===== config.mk =====
export PLATFORM = sky130hd
export DESIGN_NAME = rpmi_cfg
export DESIGN_NICKNAME = d
export VERILOG_FILES = /design/src/rtl/recursive_packed_matrix_index_defines.svh /design/src/rtl/rpmi_pkg.sv /design/src/rtl/rpmi_cfg.sv
export SDC_FILE = /design/constraint.sdc
export NUM_CORES = 2
export LEC_CHECK = 0
export BUFFER_PORTS_ARGS = -buffer_cell sky130_fd_sc_hd__buf_2
export CAP_MARGIN = 20
export CORE_UTILIZATION = 50
export CTS_CLUSTER_DIAMETER = 100
export DETAILED_ROUTE_END_ITERATION = 7
export PLACE_DENSITY_LB_ADDON = 0.08
export SLEW_MARGIN = 20
export SYNTH_ARGS = -nofsm -noshare
export SYNTH_HDL_FRONTEND = slang
export SYNTH_SLANG_ARGS = --single-unit

===== constraint.sdc =====
create_clock -name clk -period 19.9 [get_ports clk]
set_input_delay 3.98 -clock clk [delete_from_list [all_inputs] [get_ports clk]]
set_output_delay 3.98 -clock clk [all_outputs]
set_load 0.005 [all_outputs]

===== src/rtl/recursive_packed_matrix_index_defines.svh =====
// Assertion macros shared by the index pipeline.
// Each macro expects signals named clk and rst_n in the calling scope.
`ifndef RECURSIVE_PACKED_MATRIX_INDEX_DEFINES_SVH
`define RECURSIVE_PACKED_MATRIX_INDEX_DEFINES_SVH

// Same-cycle implication.
`define RPMI_ASSERT_IMPL(label, ante, cons, msg) \
    label: assert property (@(posedge clk) disable iff (!rst_n) (ante) |-> (cons)) \
        else $error(msg);

// Next-cycle implication.
`define RPMI_ASSERT_NEXT(label, ante, cons, msg) \
    label: assert property (@(posedge clk) disable iff (!rst_n) (ante) |=> (cons)) \
        else $error(msg);

`endif


===== src/rtl/rpmi_pkg.sv =====
package rpmi_pkg;

    localparam int IDX_W         = 12;
    localparam int REG_W         = 13;
    localparam int HALF_W        = REG_W - 1;
    localparam int OFF_W         = 24;
    localparam int DATA_W        = 32;
    localparam int ADDR_W        = 3;
    localparam int REG_SEL_BIT   = 2;
    localparam int REG_MAX       = 2 ** REG_W - 1;
    localparam int DEF_MAX_ORDER = 4096;

    localparam logic [REG_W-1:0] SIZE_RESET = REG_W'(256);
    localparam logic [REG_W-1:0] LEAF_RESET = REG_W'(64);

    typedef enum logic [0:0] {
        REG_MATRIX_SIZE = 1'b0,
        REG_LEAF_SIZE   = 1'b1
    } reg_idx_t;

    typedef enum logic [0:0] {
        MODE_TRI    = 1'b0,
        MODE_SQUARE = 1'b1
    } blk_mode_t;

    typedef struct packed {
        logic [IDX_W-1:0] row_index;
        logic [IDX_W-1:0] col_index;
    } req_t;

    typedef struct packed {
        logic [OFF_W-1:0] element_offset;
        logic             out_of_range;
    } rsp_t;

    typedef struct packed {
        logic             valid;
        logic             oor;
        blk_mode_t        mode;
        logic [REG_W-1:0] n;
        logic [IDX_W-1:0] r;
        logic [IDX_W-1:0] c;
        logic [OFF_W-1:0] base;
    } walk_t;

    typedef struct packed {
        logic [OFF_W-1:0] tri_size;
        logic [OFF_W-1:0] sq_size;
    } lvl_const_t;

endpackage


===== src/rtl/rpmi_cfg.sv =====
module rpmi_cfg #(
    parameter int MAX_ORDER = rpmi_pkg::DEF_MAX_ORDER,
    parameter int LEVELS    = $clog2(rpmi_pkg::DEF_MAX_ORDER)
) (
    input  logic                         clk,
    input  logic                         rst_n,
    input  logic                         psel,
    input  logic                         penable,
    input  logic                         pwrite,
    input  logic [rpmi_pkg::ADDR_W-1:0]  paddr,
    input  logic [rpmi_pkg::DATA_W-1:0]  pwdata,
    output logic [rpmi_pkg::DATA_W-1:0]  prdata,
    output logic                         pready,
    output logic [rpmi_pkg::REG_W-1:0]   size_eff,
    output logic [rpmi_pkg::REG_W-1:0]   leaf_eff,
    output rpmi_pkg::lvl_const_t         lconst [LEVELS]
);
    import rpmi_pkg::*;

    localparam int ORDER_CAP = (MAX_ORDER < REG_MAX) ? MAX_ORDER : REG_MAX;
    localparam logic [REG_W-1:0] CAP_N = REG_W'(ORDER_CAP);

    logic [REG_W-1:0] size_reg;
    logic [REG_W-1:0] size_next;
    logic [REG_W-1:0] leaf_reg;
    logic [REG_W-1:0] leaf_next;
    logic [REG_W-1:0] leaf_clamp;
    logic             wr;
    reg_idx_t         reg_sel;
    lvl_const_t       lconst_reg  [LEVELS];
    lvl_const_t       lconst_next [LEVELS];

    assign pready  = 1'b1;
    assign wr      = psel && penable && pwrite;
    assign reg_sel = reg_idx_t'(paddr[REG_SEL_BIT]);

    always_comb
    begin
        size_next = size_reg;
        leaf_next = leaf_reg;
        if (wr)
        begin
            unique case (reg_sel)
                REG_MATRIX_SIZE: size_next = pwdata[REG_W-1:0];
                REG_LEAF_SIZE:   leaf_next = pwdata[REG_W-1:0];
                default:         size_next = size_reg;
            endcase
        end
    end

    always_comb
    begin
        unique case (reg_sel)
            REG_MATRIX_SIZE: prdata = {{(DATA_W-REG_W){1'b0}}, size_reg};
            REG_LEAF_SIZE:   prdata = {{(DATA_W-REG_W){1'b0}}, leaf_reg};
            default:         prdata = '0;
        endcase
    end

    always_ff @(posedge clk or negedge rst_n)
    begin
        if (!rst_n)
        begin
            size_reg <= SIZE_RESET;
            leaf_reg <= LEAF_RESET;
        end
        else
        begin
            size_reg <= size_next;
            leaf_reg <= leaf_next;
        end
    end

    assign size_eff   = (size_reg > CAP_N) ? CAP_N : size_reg;
    assign leaf_clamp = (leaf_reg > CAP_N) ? CAP_N : leaf_reg;
    assign leaf_eff   = (leaf_clamp == '0) ? REG_W'(1) : leaf_clamp;

    // Per-level block sizes: level k halves an order of size_eff >> k.
    for (genvar k = 0; k < LEVELS; k++)
    begin : g_lvl
        logic [HALF_W-1:0]   h;
        logic [HALF_W:0]     h_inc;
        logic [2*HALF_W:0]   tri_prod;
        logic [2*HALF_W-1:0] sq_prod;

        assign h        = HALF_W'(size_eff >> (k + 1));
        assign h_inc    = {1'b0, h} + (HALF_W + 1)'(1);
        assign tri_prod = {{HALF_W{1'b0}}, h_inc} * {{(HALF_W + 1){1'b0}}, h};
        assign sq_prod  = {{HALF_W{1'b0}}, h} * {{HALF_W{1'b0}}, h};
        assign lconst_next[k].tri_size = OFF_W'(tri_prod >> 1);
        assign lconst_next[k].sq_size  = OFF_W'(sq_prod);
    end

    always_ff @(posedge clk)
    begin
        lconst_reg <= lconst_next;
    end

    assign lconst = lconst_reg;

endmodule


# Yosys cells after proc, flatten, opt, wreduce, memory -nomap -nowiden

Cells that the tools add are included.

Output and inout bits: 635
Input port bits: 40
Register bits: 490
Logic and storage cells: 74

Multipliers: 24
Magnitude comparators: 2
Muxes and demuxes: 4
Add/sub/neg operators: 12
Reductions and logical operators: 5
Bitwise logic cells: 1

Operator list:

| cell                                                   | count |
|---|---|
| case mux 32 bit (2 select lines)                       | 1 |
| 2-to-1 mux 13 bit                                      | 3 |
| greater-than comparator 13 bit (second input constant) | 2 |
| multiplier 13 x 12 -> 25 bit                           | 1 |
| multiplier 12 x 12 -> 24 bit                           | 1 |
| multiplier 12 x 11 -> 23 bit                           | 1 |
| multiplier 11 x 11 -> 22 bit                           | 1 |
| multiplier 11 x 10 -> 21 bit                           | 1 |
| multiplier 10 x 10 -> 20 bit                           | 1 |
| multiplier 10 x 9 -> 19 bit                            | 1 |
| multiplier 9 x 9 -> 18 bit                             | 1 |
| multiplier 9 x 8 -> 17 bit                             | 1 |
| multiplier 8 x 8 -> 16 bit                             | 1 |
| multiplier 8 x 7 -> 15 bit                             | 1 |
| multiplier 7 x 7 -> 14 bit                             | 1 |
| adder 12 x 1 -> 13 bit (second input constant)         | 1 |
| zero test 13 bit                                       | 1 |
| multiplier 7 x 6 -> 13 bit                             | 1 |
| adder 11 x 1 -> 12 bit (second input constant)         | 1 |
| multiplier 6 x 6 -> 12 bit                             | 1 |
| adder 10 x 1 -> 11 bit (second input constant)         | 1 |
| multiplier 6 x 5 -> 11 bit                             | 1 |
| adder 9 x 1 -> 10 bit (second input constant)          | 1 |
| multiplier 5 x 5 -> 10 bit                             | 1 |
| 19 further kinds                                       | 21 |

# Depth between registers and ports, before layout

Depth after elaboration: 4
Gate-level depth with buffers: 33

# Worst setup path before layout

No wires, ideal clock.

Kind: input -> output
Start point: in paddr[2] in the netlist's numbering
End point: out prdata[10] in the netlist's numbering
Cell stages on the path: 3
Data arrival time: 4908 ps
Path slack: 11012 ps
Cells stage by stage: clkbuf_1 -> clkbuf_1 -> mux2_2

Longest elaborated chain between the ends: 2

Ends and longest elaborated chain:

| item                               | RTL line       | source |
|---|---|---|
| start: declaration                 | rpmi_cfg.sv:10 | `input logic [rpmi_pkg::ADDR_W-1:0] paddr,` |
| NOT 1 bit                          | rpmi_cfg.sv:53 | `unique case (reg_sel)` |
| case mux 32 bit (2 select lines) * | rpmi_cfg.sv:53 |  |
| end: declaration                   | rpmi_cfg.sv:12 | `output logic [rpmi_pkg::DATA_W-1:0] prdata,` |

Mark *: on every way between the ends. The rest lies on a longest branch, timed or not. The select of a mux whose other input is x is not followed.

# Worst setup path after layout

Start point: in paddr[2] in the netlist's numbering
End point: out prdata[7] in the netlist's numbering

Same word-level chain as after synthesis.

==> impl_metrics.json <==
{
  "cts_setup_buffers": 0,
  "drive_above_1_share": 0.108,
  "peakVddDrop_mv": 0.142,
  "ys_top_cells_by_area": "fa_1, ha_1, dfxtp_1",
  "slew_violations": 0,
  "multi_input_area_um2": 31000,
  "die_h_um": 292,
  "crit_path_max_fanout": 16,
  "period_needed_ns": 8.91,
  "crit_arrival_ns": 4.93,
  "power_density_nw_per_um2": 198,
  "gr-usage-all-layers": 0.256,
  "tns_ns": 0,
  "status": "completed",
  "clock_sinks": 310,
  "place_congestion": 0.894,
  "num-fill-cells": 7829,
  "design_area_um2": 45400,
  "syn_inst": 4552,
  "place_hpwl_um": 86100,
  "overflow": 0,
  "tightest_slew_ns": 1.13,
  "netlist.area_leader.share": 0.290,
  "dieArea_um2": 85400,
  "path_cells": "buf_2 > mux2_2 > buf_2",
  "synth_edf_count": 0,
  "cts_max_path_buffers": 3,
  "final_cells": 6046,
  "synth-seq-cells": 310,
  "num_rows": 106,
  "cts_tree": "yes",
  "antenna_found_initial": 7,
  "yosysUniqueCellTypes": 70,
  "grt_start_max_net_pins": 47,
  "fp.dieW_um": 292,
  "first_global_vias": 29800,
  "first_iter_violations": 1564,
  "required_ns": 15.92,
  "numCtsBuffers": 37,
  "end_kind": "output port",
  "clkTransAtPathRegs_ns": 0.05,
  "slew_headroom": 0.243,
  "fin_nets": 6178,
  "crit_top_cell": "buf_2",
  "layout_common_cells": "inv_1, fa_1, ha_1",
  "async_reset_ff_frac": 0.0839,
  "fin_skew_ns": 0.0257,
  "core-area_um2": 83600,
  "setup_ws_ns": 10.99,
  "hold_viol": 0,
  "pre_cts_slack_ns": 10.98,
  "first_pass_iters": 5,
  "antenna_left": 0,
  "routed_via_density": 4.91,
  "synth_top_area_cell": "fa_1",
  "cts_max_level": 2,
  "initial_core_util": 0.504,
  "critPathSlowestCell": "buf_2",
  "synth_ff_type": "dfxtp_1",
  "leakage_nw": 24.8,
  "num_vias": 29700,
  "cpPeakStageDelay_ns": 0.40,
  "root_buffer": "clkbuf_16",
  "drc": 0,
  "postCtsResizedCells": 0,
  "hold_buffers": 0,
  "fmaxAchievable_mhz": 112,
  "areaGrowthSynthToFinish_pct": 7.90,
  "fin_crit_sh": 0.448,
  "wirelength_um": 108000,
  "ios": 675,
  "rsz0062_at_grt": "no",
  "setup_viol": 0,
  "final_common_cell": "inv_1",
  "hold_class": "register to register",
  "diodes": 0,
  "largest_reg_flops": 284,
  "dp.cells": 5978,
  "seq_area_um2": 6340,
  "yosysSeqAreaShare": 0.151,
  "critical_path_class": "input pin to output port",
  "clk_latency_ns": 0.60,
  "grt_pass1_wl_um": 168000,
  "syn_avg_cell_area_um2": 9.25,
  "wire_per_inst_um": 17.8,
  "syn_area_um2": 42100,
  "start_kind": "input pin",
  "place_area_um2": 44200,
  "ys_warn_count": 0,
  "port_buffers": 356,
  "maxCapViolCount": 0
}
## path summary, 6_finish.rpt
kind                         startpoint            to  slack [ns]  cells past startpoint
setup / recovery               paddr[2]     prdata[7]       10.99                      3
hold / removal              size_reg[0]   size_reg[0]        0.54                      1
setup reg to reg           size_reg[12]   lconst[573]       11.01                     26
hold reg to reg             size_reg[0]   size_reg[0]        0.54                      1
max in group asynchronous         rst_n  size_reg[12]       15.93                      1
min in group asynchronous         rst_n   size_reg[2]        3.45                      1
## critical path: cells and delay by family
family   cells  cell delay [ns]
buf+inv      2             0.52
mux          1             0.40
## power breakdown
group          leakage [nW]  switching [mW]  internal (mW)
Sequential             2.69           0.107           1.01
Clock                 0.597           0.290          0.404
Combinational          21.5            4.20           3.00
Total                  24.8            4.59           4.41
## through the flow
step	utilization	hold slack (ns)	power, mW
finish	0.544	0.542	9.00
global route	0.544	0.551	10.1
CTS	0.544	0.544	9.11
detailed placement	0.529	0.527	8.32
global placement	0.529	0.521	8.31
floorplan	-	0.473	6.39
## logic make-up after synthesis
group           after synthesis  share of synthesized area
other cells                   2                   0.000178
compound gates              449                     0.0683
mux                          41                     0.0109
xor+xnor                    196                     0.0408
buf+inv                    1354                      0.150
flops                       310                      0.151
simple gates               1000                      0.115
fa+ha+maj                  1200                      0.465
## area by class of cell
cell class / count / area share
sequential: 310 / 0.140
multi-input combinational: 3289 / 0.683
clock inverter: 17 / 0.00468
timing repair buffer: 397 / 0.0461
inverter: 903 / 0.0746
tap: 1080 / 0.0297
clock buffer: 50 / 0.0224
## cells in the mapped netlist (7+ instances only)
cell type and count:
o311ai_0 8, mux2_2 38, a31oi_1 16, a211oi_1 13, and2_1 23, nor2b_1 42, buf_1 24, o21a_1 22
xnor2_1 143, and3_1 24, buf_4 323, nand3_1 35, or2_2 11, fa_1 609, a21o_1 53, ha_1 591
nor2_1 339, nor3_1 32, o21bai_1 22, a21oi_1 142, nand3b_1 8, xor2_1 53, clkbuf_1 104, dfxtp_1 284
a31o_2 7, o21ai_0 89, nand2b_1 232, dfrtp_1 24, nand2_1 213, a21boi_0 9, o31ai_1 11, nand4_1 13
o211ai_1 8, inv_1 899, nor4_1 9
## per-layer routing
layer | share of wire | routed length, µm | vias to the layer above | global-route usage
li1 | - | - | 14200 | -
met1 | 0.43 | 46400 | 14600 | 0.337
met2 | 0.47 | 50600 | 845 | 0.424
met3 | 0.069 | 7410 | 121 | 0.0519
met4 | 0.030 | 3250 | 2 | 0.0769
met5 | 0.000084 | 9 | - | 0
(Power assumes the default switching activity.)
