==> config.mk <==
export PLATFORM = sky130hd
export DESIGN_NAME = rpmi_level
export DESIGN_NICKNAME = d
export VERILOG_FILES = /design/src/rtl/rpmi_pkg.sv /design/src/rtl/rpmi_level.sv
export VERILOG_INCLUDE_DIRS = /design/src /design/src/rtl
export SDC_FILE = /design/constraint.sdc
export NUM_CORES = 1
export LEC_CHECK = 0
export BUFFER_PORTS_ARGS = -buffer_cell sky130_fd_sc_hd__buf_2
export CAP_MARGIN = 20
export CORE_MARGIN = 2
export CORE_UTILIZATION = 53
export CTS_CLUSTER_DIAMETER = 200
export CTS_CLUSTER_SIZE = 30
export DETAILED_ROUTE_END_ITERATION = 7
export GPL_TIMING_DRIVEN = 0
export PLACE_DENSITY = 0.83
export SYNTH_ARGS = -nofsm -noshare
export SYNTH_HDL_FRONTEND = slang
export SYNTH_SLANG_ARGS = --single-unit
export TNS_END_PERCENT = 20
==> constraint.sdc <==
create_clock -name clk -period 1 [get_ports clk]
set_clock_uncertainty 0.1 [all_clocks]
set_input_delay 0.2 -clock clk [delete_from_list [all_inputs] [get_ports clk]]
set_output_delay 0.2 -clock clk [all_outputs]
set_load 0.02 [all_outputs]
==> src/rtl/recursive_packed_matrix_index_defines.svh <==
// Assertion macros shared by the index pipeline.
// Each macro expects signals named clk and rst_n in the calling scope.
`ifndef RECURSIVE_PACKED_MATRIX_INDEX_DEFINES_SVH
`define RECURSIVE_PACKED_MATRIX_INDEX_DEFINES_SVH

// Same-cycle implication.
`define RPMI_ASSERT_IMPL(label, ante, cons, msg) \
    label: assert property (@(posedge clk) disable iff (!rst_n) (ante) |-> (cons)) \
        else $error(msg);

// Next-cycle implication.
`define RPMI_ASSERT_NEXT(label, ante, cons, msg) \
    label: assert property (@(posedge clk) disable iff (!rst_n) (ante) |=> (cons)) \
        else $error(msg);

`endif

==> src/rtl/rpmi_pkg.sv <==
package rpmi_pkg;

    localparam int IDX_W         = 12;
    localparam int REG_W         = 13;
    localparam int HALF_W        = REG_W - 1;
    localparam int OFF_W         = 24;
    localparam int DATA_W        = 32;
    localparam int ADDR_W        = 3;
    localparam int REG_SEL_BIT   = 2;
    localparam int REG_MAX       = 2 ** REG_W - 1;
    localparam int DEF_MAX_ORDER = 4096;

    localparam logic [REG_W-1:0] SIZE_RESET = REG_W'(256);
    localparam logic [REG_W-1:0] LEAF_RESET = REG_W'(64);

    typedef enum logic [0:0] {
        REG_MATRIX_SIZE = 1'b0,
        REG_LEAF_SIZE   = 1'b1
    } reg_idx_t;

    typedef enum logic [0:0] {
        MODE_TRI    = 1'b0,
        MODE_SQUARE = 1'b1
    } blk_mode_t;

    typedef struct packed {
        logic [IDX_W-1:0] row_index;
        logic [IDX_W-1:0] col_index;
    } req_t;

    typedef struct packed {
        logic [OFF_W-1:0] element_offset;
        logic             out_of_range;
    } rsp_t;

    typedef struct packed {
        logic             valid;
        logic             oor;
        blk_mode_t        mode;
        logic [REG_W-1:0] n;
        logic [IDX_W-1:0] r;
        logic [IDX_W-1:0] c;
        logic [OFF_W-1:0] base;
    } walk_t;

    typedef struct packed {
        logic [OFF_W-1:0] tri_size;
        logic [OFF_W-1:0] sq_size;
    } lvl_const_t;

endpackage

==> src/rtl/rpmi_level.sv <==
`include "recursive_packed_matrix_index_defines.svh"

module rpmi_level (
    input  logic                        clk,
    input  logic                        rst_n,
    input  logic                        en,
    input  rpmi_pkg::walk_t             prev,
    input  rpmi_pkg::lvl_const_t        lconst,
    input  logic [rpmi_pkg::REG_W-1:0]  leaf_eff,
    output rpmi_pkg::walk_t             stage
);
    import rpmi_pkg::*;

    logic [HALF_W-1:0] h;
    logic              r_lo;
    logic              c_lo;
    logic              active;
    logic [OFF_W-1:0]  sq2;
    logic [OFF_W-1:0]  add_a;
    logic [OFF_W-1:0]  add_b;
    walk_t             data_next;
    walk_t             data_reg;
    logic              valid_reg;

    assign h      = prev.n[REG_W-1:1];
    assign r_lo   = prev.r < h;
    assign c_lo   = prev.c < h;
    assign active = prev.n > leaf_eff;
    assign sq2    = {lconst.sq_size[OFF_W-2:0], 1'b0};

    always_comb
    begin
        data_next = prev;
        add_a     = '0;
        add_b     = '0;
        if (active)
        begin
            data_next.n = {1'b0, h};
            unique case (prev.mode)
                MODE_TRI:
                begin
                    priority if (r_lo)
                    begin
                        data_next.mode = MODE_TRI;
                    end
                    else if (c_lo)
                    begin
                        add_a          = lconst.tri_size;
                        data_next.mode = MODE_SQUARE;
                        data_next.r    = prev.r - h;
                    end
                    else
                    begin
                        add_a       = lconst.tri_size;
                        add_b       = lconst.sq_size;
                        data_next.r = prev.r - h;
                        data_next.c = prev.c - h;
                    end
                end
                MODE_SQUARE:
                begin
                    unique case ({r_lo, c_lo})
                        2'b11:
                        begin
                            add_a = '0;
                        end
                        2'b01:
                        begin
                            add_a       = lconst.sq_size;
                            data_next.r = prev.r - h;
                        end
                        2'b10:
                        begin
                            add_a       = sq2;
                            data_next.c = prev.c - h;
                        end
                        default:
                        begin
                            add_a       = lconst.sq_size;
                            add_b       = sq2;
                            data_next.r = prev.r - h;
                            data_next.c = prev.c - h;
                        end
                    endcase
                end
                default:
                begin
                    data_next.mode = prev.mode;
                end
            endcase
        end
        data_next.base = prev.base + add_a + add_b;
    end

    always_ff @(posedge clk or negedge rst_n)
    begin
        if (!rst_n)
        begin
            valid_reg <= 1'b0;
        end
        else if (en)
        begin
            valid_reg <= prev.valid;
        end
    end

    always_ff @(posedge clk)
    begin
        if (en)
        begin
            data_reg <= data_next;
        end
    end

    always_comb
    begin
        stage       = data_reg;
        stage.valid = valid_reg;
    end

    `RPMI_ASSERT_NEXT(a_leaf_passes, en && prev.valid && !active, stage.base == $past(prev.base) && stage.n == $past(prev.n), "Item at leaf order was changed by a halving level.")
    `RPMI_ASSERT_IMPL(a_tri_lower, stage.valid && !stage.oor && stage.mode == MODE_TRI, stage.r >= stage.c, "Triangle item left the lower half.")

endmodule

* Word-level counts from Yosys, hierarchy flattened *
Cells that the tools add are included.

operators by class
  $add $sub $neg = 4
  magnitude comparators = 3
  equal/unequal tests = 3
  muxes and demuxes = 18
  bitwise gates (word level) = 1
  reductions and logical operators = 3

operators with widths
  operator                                                                count
  24-bit one-hot mux with 2 select lines                                  4
  24-bit two-way mux                                                      7
  24-bit adder                                                            2
  38-bit two-way mux                                                      1
  12-bit two-way mux                                                      3
  12-bit < comparator                                                     2
  12-bit subtractor                                                       2
  13-bit greater-than comparator                                          1
  2-bit equality test (second input constant)                             2
  2-bit OR reduction                                                      2
  1-bit two-way mux                                                       3
  3-bit OR reduction                                                      1
  2-bit by 1-bit equality test with 1-bit output (second input constant)  1
  1-bit NOT                                                               1

storage, ports and cells
  bits in registers = 64
  bits of input ports = 128
  output and inout port bits = 64
  word-level logic and storage cells = 40

* Depth between registers and ports, before layout *
Gate-level depths: netlist of run 1.

  depth after elaboration = 7
  gate-level depth with buffers = 26

* Worst setup path after synthesis of run 1 *
No wires, ideal clock.

  path kind = input to register
  from = in prev[36] (netlist name)
  to = reg data_reg (netlist bit stage[23]) (data pin)
  arrival time = 5.237 ns
  required time = 0.641 ns
  path slack = -4.595 ns
  cell stages on the path = 26
  cells stage by stage = inv_1 ha_1 fa_1 nor2b_1 o31ai_1 a21oi_1 a31oi_1 o21ai_1 clkbuf_1 clkbuf_1 and3_1 a21oi_1 nor2_1 fa_1 ha_1 inv_1 fa_1 nor2b_4 o31a_1 o41ai_2 o21a_2 o21ai_2 or4_1 a31oi_2 o21ai_1 xnor2_1

RTL lines
  item                  line               RTL
  start, declared       rpmi_level.sv:7    input rpmi_pkg::walk_t prev,
  end signal, assigned  rpmi_level.sv:111  data_reg <= data_next;
  end, declared         rpmi_level.sv:22   walk_t data_reg;

==> results of run 1 <==
## through the flow
step                setup TNS, ps  setup slack (ps)  utilization (%)
finish                    -148220             -4210             79.7
global route              -155880             -4370             79.7
CTS                       -140110             -4230             76.7
detailed placement        -203280             -5210             66.8
global placement          -223960             -5010             66.6
floorplan                 -130830             -4190                -
## worst max-delay path, stage by stage
cell       delay [ps]
buf_12             90
inv_12             30
ha_4              150
fa_2              400
nor2b_4           170
o31ai_4            80
a21oi_2           230
a31oi_4           130
o21ai_2           180
buf_6             150
clkbuf_16         140
clkbuf_16         120
and3_4            180
a21oi_4            40
nor2_4            150
fa_1              400
ha_2              200
inv_2              60
fa_2              240
nor2b_4            50
o31a_1            300
o41ai_4           370
o21a_2            230
o21ai_2            90
or4_4             430
a31oi_4           170
o21ai_2            80
xnor2_1           120
## layer usage
metal | vias to the layer above | GRT usage (%) | share of wire, %
met4 | 0 | 10.3 | 3.8
met3 | 78 | 7.55 | 9.9
li1 | 2854 | - | -
met1 | 3012 | 35.7 | 37
met2 | 421 | 54.4 | 50
met5 | - | 0 | 0
## worst paths after layout
| kind | start | end | slack [ps] | cells past startpoint |
|---|---|---|---|---|
| setup reg to reg | valid_reg | valid_reg | 110 | 1 |
| hold reg to reg | valid_reg | valid_reg | 470 | 1 |
| min in group clk | prev[44] | stage[44] | 70 | 3 |
| max in group asynchronous | rst_n | valid_reg | 650 | 2 |
| setup / recovery | prev[36] | stage[23] | -4210 | 28 |
| hold / removal | rst_n | valid_reg | 60 | 2 |
## cell usage after synthesis (23+ instances only)
master	number	area [sq um]
mux2i_1	23	230
a21oi_1	48	240
inv_1	44	165
and3_1	25	156
ha_1	59	738
fa_1	26	521
edfxtp_1	63	1890
nor2_1	75	282
nand2_1	51	191
o21ai_0	40	200
## repair_timing
item,in CTS,in global routing
gates resized for setup,91,54
pin swaps,41,61
setup endpoints to repair,168,126
endpoints found under the hold margin,3,0
cloned,3,1
hold buffers,3,0
buffers inserted,39,17
## logic make-up (layout without fill, tap and decap cells)
family / Yosys count / after routing
simple gates: 187 / 187
compound gates: 178 / 178
fa+ha+maj: 85 / 85
buf+inv: 71 / 338
flops: 64 / 64
xor+xnor: 37 / 37
mux: 26 / 26
## where the power goes
| group | switching, mW | internal (mW) |
|---|---|---|
| Sequential | 0.105 | 3.43 |
| Clock | 1.30 | 2.19 |
| Combinational | 2.82 | 2.21 |
## final cells by class
| class | count | area, sq um | area share [%] |
|---|---|---|---|
| multi-input cells | 513 | 4350 | 49.7 |
| flip-flops and latches | 64 | 1920 | 21.9 |
| repair buffers | 252 | 1550 | 17.7 |
| plain buffers | 26 | 268 | 3.06 |
| clock buffers | 9 | 225 | 2.57 |
| inverters | 44 | 180 | 2.06 |
| well taps | 140 | 175 | 2.00 |
| clock inverters | 7 | 93.8 | 1.07 |
==> results by group, run 1 <==
Timing
  – Final hold violation count: 0
  – Fin crit period: about 5200 ps
  – RSZ-0062 raised after global routing: yes
  – Final Max Slew Viols: 0
  – FMAX: 0.192 GHz
  – Fin worst setup slack: -4210 ps
  – Rel. slew slack: 43.7%
  – # setup viols final: 127
  – Worst-Margin Slew: ~850 ps
  – Min Hold Slack: 60.9 ps
  – Final worst-path cycle share: 521%

Cells and area
  – Antenna Cells: 0
  – Most frequent cells in the layout: 188 x buf_2, 67 x nor2_1, 63 x edfxtp_1
  – Max reg flops: 63
  – Area Growth Syn to Fin: 45.0%
  – Final Non-Filler Cells: between 1000 and 1500
  – Post-route cell area: 8760 sq um
  – Fin nets: 1123
  – Layout cells sized above 1: 40.7%
  – Fill count: about 640
  – Commonest non-fill, non-tap cell in the layout: buf_2

Floorplanning
  – I/O pin total: 192
  – Die width: 111 um
  – Die area: roughly 12000 sq um
  – FP Rows: 38
  – DIE HEIGHT: 111 um
  – Initial Util: 55.0%
  – Core area: 11000 sq um

Route
  – Post-DRT Antenna Nets: 0
  – Wirelength, routed: 21100 um
  – Vias after detailed routing: 6365
  – Drt first pass iters: 5
  – Iteration-0 DRC Markers: 460
  – Routed vias/inst: 6.03
  – Final routed DRC violation total: 0
  – DR WL/cell: 20.0 um

Synthesis
  – Mapped Area: ~6000 sq um
  – Fraction of registers with async set/reset: 1.56%
  – Post-Synth Adder-Cell Area: 20.8%
  – Syn Area/Cell: roughly 9.3 sq um
  – Gate Count Post-Synth: 648
  – Compound-cell area share of the yosys netlist: between 10% and 20%
  – Sequential fraction of the synthesis area: 31.7%
  – Simple-gate share of the synthesized area: 14.1%
  – Syn_nets: 861
  – Mux cell area share after synthesis: between 4 and 5%
  – Largest family of logic cells by synthesized area: adder cells
  – Synth warn: 0
  – Top FF cell, synth: edfxtp_1
  – Post-synth cell types: 53
  – Number of synthesized register bits: 64
  – EDFF count, synth: 63
  – Fraction of synthesized cell area in xor and xnor cells: under 10%

Status
  – Outcome: finished, violations left
  – Violated checks: negative setup slack

Setup path
  – Crit path max fanout: 5
  – Crit path kind: input pin to register
  – CP arrival: between 5000 and 6000 ps
  – CP endpoint kind: register
  – Startpoint Class: input pin
  – Required time worst endpoint: 1000 ps

Clock network
  – CTS clock-pin slew for the worst setup and hold paths: 60 ps
  – CTS Buf Count: 9
  – H-tree levels: 3
  – CTS max path bufs: 2
  – CTS sink cnt: 64
  – Worst skew pair latency: 340 ps
  – CTS tree: done
  – CTS Root Cell: clkbuf_16

Placed design
  – Gpl congestion: approximately 0.96
  – DP Cell Count: 980
  – Port-buffer cells: 191
  – Post-detail-place hpwl: roughly 14000 um
  – Placed inst area: 7340 sq um

Global routing
  – First-pass GRT wire length: 30100 um
  – Largest net degree at the start of global routing: 43
  – Gr ovfl total: 0
  – Overall global routing resource usage: a little under a third
  – Initial antenna violation count: 0
  – Vias in the first global route: 6227

Power and ir drop
  – Maximum VDD drop: 0.000976 V
  – Power Density: 1380 nW/um^2
  – Pwr Total: 12.1 mW
  – Leakage: around 4.2 nW

Hold path
  – Worst hold-check path type: input pin to async pin

Job
  – Max Cap Viol: 0
Power figures use the tool's default switching activity.
==> run 2, diff against run 1 <==
MAX_ROUTING_LAYER = met4   (was default)
==> results by group, run 2 (synthesis results as in run 1) <==
Route
  – Wirelength, routed: 20100 um
  – Vias after detailed routing: 6157
  – Drt first pass iters: 5
  – Routed vias/inst: just under 6
  – Post-DRT Antenna Nets: 0
  – DR WL/cell: 19.2 um
  – Final routed DRC violation total: 0
  – Iteration-0 DRC Markers: 439

Setup path
  – CP arrival: 5090 ps
  – CP max stage cell: fa_1
  – Crit path kind: input pin to register
  – CP endpoint kind: register
  – Crit path max fanout: 6
  – Required time worst endpoint: 990 ps
  – Startpoint Class: input pin
  – Largest stage delay on the critical path: 420 ps
  – Worst Setup SP: prev[49]
  – Flop2flop setup slack: roughly 120 ps
  – R2R depth: 1
  – Worst r2r dst: valid_reg
  – FF-to-FF Start: valid_reg
  – Capture point of the worst path: stage[23]

Power and ir drop
  – Power Density: 1350 nW/um^2
  – Pwr Total: 11.6 mW
  – Leakage: around 4.1 nW
  – Maximum VDD drop: 0.000889 V

Placed design
  – Placed inst area: around 7300 sq um
  – Post-detail-place hpwl: 14000 um
  – DP Cell Count: 980
  – Gpl congestion: between 0.9 and 1
  – Port-buffer cells: approximately 190
  – Place WS: -5110 ps

Timing
  – FMAX: 0.196 GHz
  – Fin worst setup slack: -4110 ps
  – Rel. slew slack: between 50% and 60%
  – Final Max Slew Viols: 0
  – Final hold violation count: 0
  – Fin crit period: approximately 5000 ps
  – RSZ-0062 raised after global routing: yes
  – Worst-Margin Slew: about 730 ps
  – Final worst-path cycle share: 511%
  – Final TNS setup: -143710 ps
  – Min Hold Slack: 64.9 ps
  – # setup viols final: 126

Floorplanning
  – Initial Util: 55.0%
  – Core area: 11000 sq um
  – Die area: 12300 sq um
  – FP Rows: 38
  – I/O pin total: 192
  – DIE HEIGHT: 111 um
  – Die width: 111 um

Cells and area
  – Post-route cell area: 8570 sq um
  – Register area: 1920 sq um
  – Fin nets: 1112
  – Fill count: 700
  – Layout cells sized above 1: 40.3%
  – Utilization after layout: 78.0%
  – Area Growth Syn to Fin: 41.8%
  – Area of the multi-input gates: roughly 4400 sq um
  – Final Non-Filler Cells: 1045
  – Most frequent cells in the layout: 186 x buf_2, 67 x nor2_1, 63 x edfxtp_1
  – Max reg flops: 63
  – Commonest non-fill, non-tap cell in the layout: buf_2

Status
  – Outcome: finished, violations left
  – Violated checks: negative setup slack

Clock network
  – Worst skew pair latency: 330 ps
  – CTS tree: done
  – CTS max path bufs: 2
  – CTS Buf Count: 9
  – H-tree levels: 3
  – CTS clock-pin slew for the worst setup and hold paths: around 60 ps
  – CTS sink cnt: 64
  – CTS Root Cell: clkbuf_16

Global routing
  – First-pass GRT wire length: 30000 um
  – Overall global routing resource usage: a little under a third
  – Initial antenna violation count: 1
  – Largest net degree at the start of global routing: 44
  – Vias in the first global route: between 6000 and 7000
  – Gr ovfl total: 0

Job
  – Max Cap Viol: 0

Hold path
  – Worst hold-check path type: input pin to async pin
-- run 2: changes by cell type in the layout (fill, tap and decap cells not counted), sizes merged --
| cell | previous run | this run |
|---|---|---|
| clkinv | 2 | 4 |
| bufinv | 2 | 1 |
| diode | 0 | 1 |
| clkbuf | 33 | 25 |
| buf | 251 | 249 |
| inv | 46 | 44 |
-- run 2: critical path: cells and delay by family --
kind,cells,cell delay (ps)
buffers and inverters,4,480
xor gates and xnor gates,1,130
adders and majority gates,5,1430
and+or+nand+nor,5,970
AOI/OAI and AO/OA,11,1890
-- run 2: repair_timing --
action                                 4_1_cts  5_1_grt
pin swaps                                   49       14
hold buffers                                 3        0
setup endpoints to repair                  169      127
resized for setup                           96       51
endpoints found under the hold margin        3        0
setup buffers                               33       13
cloned                                       0        1
-- run 2: final cells by class --
class	count	area share [%]
inverter	44	2.10
clock buffer	10	2.67
antenna	1	0.0292
buffer	26	2.66
multi-input combinational	513	50.8
tap	140	2.04
sequential	64	22.4
timing repair buffer	241	16.6
clock inverter	6	0.701
-- run 2: worst min path at each step --
stage	to	slack (ps)	depth (start not counted)
5_1_grt	valid_reg	80	2
2_1_floorplan	valid_reg	-200	0
4_1_cts	valid_reg	60	2
6_report	valid_reg	60	2
3_5_place_dp	valid_reg	-120	1
3_3_place_gp	valid_reg	-130	1
-- run 2: where the power goes --
part           switching [mW]  internal, mW  total [mW]
Combinational            2.76          2.11        4.86
Sequential              0.106          3.43        3.54
Clock                    1.27          1.92        3.19
-- run 2: layer usage --
layer	wire [um]	vias up	part of all wire (%)	GRT usage [%]
met5	0	-	0	-
li1	-	2842	-	-
met3	1720	81	8.6	6.23
met4	743	0	3.7	12.3
met1	7710	2891	38	36.3
met2	9900	343	49	54.1
==> run 3, diff against run 2 <==
ABC_AREA = 1   (was default)
PLACE_DENSITY = 0.82   (was 0.83)
==> results by group, run 3 <==
Status
  – Outcome: finished, violations left
  – Violated checks: negative setup slack

Placed design
  – DP Cell Count: between 1000 and 1500
  – Post-detail-place hpwl: around 15000 um
  – Place WS: -3560 ps
  – Port-buffer cells: 191
  – Gpl congestion: 0.939
  – Placed inst area: 8060 sq um

Synthesis
  – Number of synthesized register bits: 64
  – Post-synth cell types: 54
  – Synth top area cells: edfxtp_1 29%, ha_1 11%, nand2_1 10%, fa_1 8.1%, a21oi_1 7.0%
  – Synth warn: 0
  – Fraction of registers with async set/reset: 1.56%
  – Sequential fraction of the synthesis area: just under 30%
  – Mapped Area: about 6400 sq um
  – EDFF count, synth: 63
  – Top FF cell, synth: edfxtp_1
  – Most instantiated cells after synthesis: 172 x nand2_1, 90 x a21oi_1, 67 x inv_1, 63 x edfxtp_1, 62 x nor2_1
  – Gate Count Post-Synth: 783
  – Syn_nets: roughly 1000
  – Syn Area/Cell: 8.21 sq um
  – Top cell type's share of synthesized area: 29.4%
  – Cell taking the most area after synthesis: edfxtp_1
  – Count leader, synth: nand2_1

Timing
  – Final worst-path cycle share: 410%
  – RSZ-0062 raised after global routing: yes
  – Worst-Margin Slew: 607 ps
  – Final TNS setup: -121670 ps
  – Final hold violation count: 0
  – # setup viols final: between 100 and 150
  – Rel. slew slack: 59.5%
  – Fin crit period: 4100 ps
  – FMAX: 0.244 GHz
  – Final Max Slew Viols: 0
  – Fin worst setup slack: -3100 ps

Cells and area
  – Final Non-Filler Cells: 1226
  – Commonest non-fill, non-tap cell in the layout: buf_2
  – Layout cells sized above 1: roughly half
  – Fill count: between 500 and 600
  – Post-route cell area: between 10000 and 15000 sq um
  – Most frequent cells in the layout: 183 x buf_2, 119 x nand2_1, 66 x a21oi_1
  – Max reg flops: 63
  – Area Growth Syn to Fin: 59.6%
  – Fin nets: 1287
  – Utilization after layout: about 86%
  – Antenna Cells: 0

Setup path
  – CP endpoint kind: register
  – Flop2flop setup slack: about 140 ps
  – CP arrival: 4100 ps
  – Crit path max fanout: 6
  – Startpoint Class: input pin
  – R2R depth: 1
  – CP max stage cell: fa_1
  – Most frequent CP cell: nand2_1
  – Required time worst endpoint: 1010 ps
  – Largest stage delay on the critical path: ~500 ps
  – Crit path kind: input pin to register

Route
  – Wirelength, routed: between 20000 and 30000 um
  – Drt first pass iters: 6
  – DR WL/cell: 22.7 um
  – Routed vias/inst: ~6.4
  – Final routed DRC violation total: 0
  – Iteration-0 DRC Markers: 1027
  – Post-DRT Antenna Nets: 0
  – Vias after detailed routing: 7885

Global routing
  – First-pass GRT wire length: 35600 um
  – Gr ovfl total: 0
  – Largest net degree at the start of global routing: 65
  – Initial antenna violation count: 0
  – Vias in the first global route: ~6900
  – Overall global routing resource usage: between 30% and 40%

Floorplanning
  – I/O pin total: 192
  – Die width: 114 um
  – Initial Util: a little over half
  – Die area: 13000 sq um
  – FP Rows: 40
  – Core area: around 12000 sq um
  – DIE HEIGHT: roughly 110 um

Hold path
  – Cells on Worst Hold Path: 3
  – Worst hold-check path type: input pin to register

Power and ir drop
  – Maximum VDD drop: 0.00103 V
  – Leakage: ~4.6 nW
  – Power Density: 1520 nW/um^2

Job
  – Max Cap Viol: 0

Clock network
  – CTS sink cnt: 64
  – CTS Root Cell: clkbuf_16
  – H-tree levels: 3
  – CTS max path bufs: 2
  – CTS tree: done
  – Worst skew pair latency: 340 ps
  – CTS Buf Count: 9
  – CTS clock-pin slew for the worst setup and hold paths: 70 ps
[run 3: cell count changes after synthesis, sizes merged, moves of 13 or more]
cell and delta:
inv +28, nand2 +129, mux2i -23, a21oi +43
a31oi +13, buf +14, nand3 +16, clkbuf -13
and3 -25, a22o -22, a211oi +15
[run 3: timing repair]
action | CTS | global route
pin swaps | 85 | 69
hold buffers | 3 | 0
resized for setup | 136 | 135
buffers inserted | 59 | 25
gates cloned | 6 | 0
endpoints found under the setup margin | 181 | 127
endpoints found under the hold margin | 3 | 0
[run 3: path summary, 6_finish.rpt]
path,end,start
max,stage[18],prev[54]
min,stage[36],prev[36]
max reg2reg,valid_reg,valid_reg
min reg2reg,valid_reg,valid_reg
max in group asynchronous,valid_reg,rst_n
min in group asynchronous,valid_reg,rst_n
[run 3: where the power goes]
group          leakage (nW)  switching, mW  internal [mW]
Sequential            0.627          0.115           3.58
Combinational          3.84           4.62           3.49
Clock                 0.164           1.38           2.44
[run 3: cell type report]
type	count	area (sq um)	share of cell area (%)
Sequential cell	64	1920	18.7
Tap cell	147	184	1.79
Buffer	27	287	2.79
Inverter	74	335	3.27
Clock inverter	7	119	1.16
Multi-Input combinational cell	617	5310	51.7
Clock buffer	9	225	2.19
Timing Repair Buffer	281	1890	18.4
[run 3: stage by stage]
stage,total power [mW],hold WS (ps)
6_report,15.6,59.2
5_1_grt,16.1,76.3
4_1_cts,14.2,51.1
3_5_place_dp,9.35,-124
3_3_place_gp,9.26,-124
2_1_floorplan,7.76,-196
[run 3: worst max-delay path: cells and delay by family]
family	cells	cell delay (ps)
AO/OA/AOI/OAI	6	940
AND/OR/NAND/NOR	13	1280
buffers and inverters	5	620
adder cells (fa/ha/maj)	3	1040
[run 3: metal layers]
metal  up-vias  part of all wire (%)  wire length (um)  GRT usage, %
met5         -                     0                 0             -
met4         0                   8.1              2250          16.3
met3       231                    11              3170          6.30
met2       722                    46             12800          58.5
met1      3641                    35              9680          45.4
li1       3291                     -                 -             -
[run 3: kinds of logic (layout without fill, tap and decap cells)]
family / Yosys count / after routing / share of synthesized area (%)
buffers and inverters: 102 / 398 / 7.16
and+or+nand+nor: 291 / 291 / 19.5
adders and majority gates: 85 / 85 / 19.6
xor gates and xnor gates: 39 / 39 / 5.31
muxes: 3 / 3 / 0.525
AOI/OAI and AO/OA: 199 / 199 / 18.2
DFF: 64 / 64 / 29.8
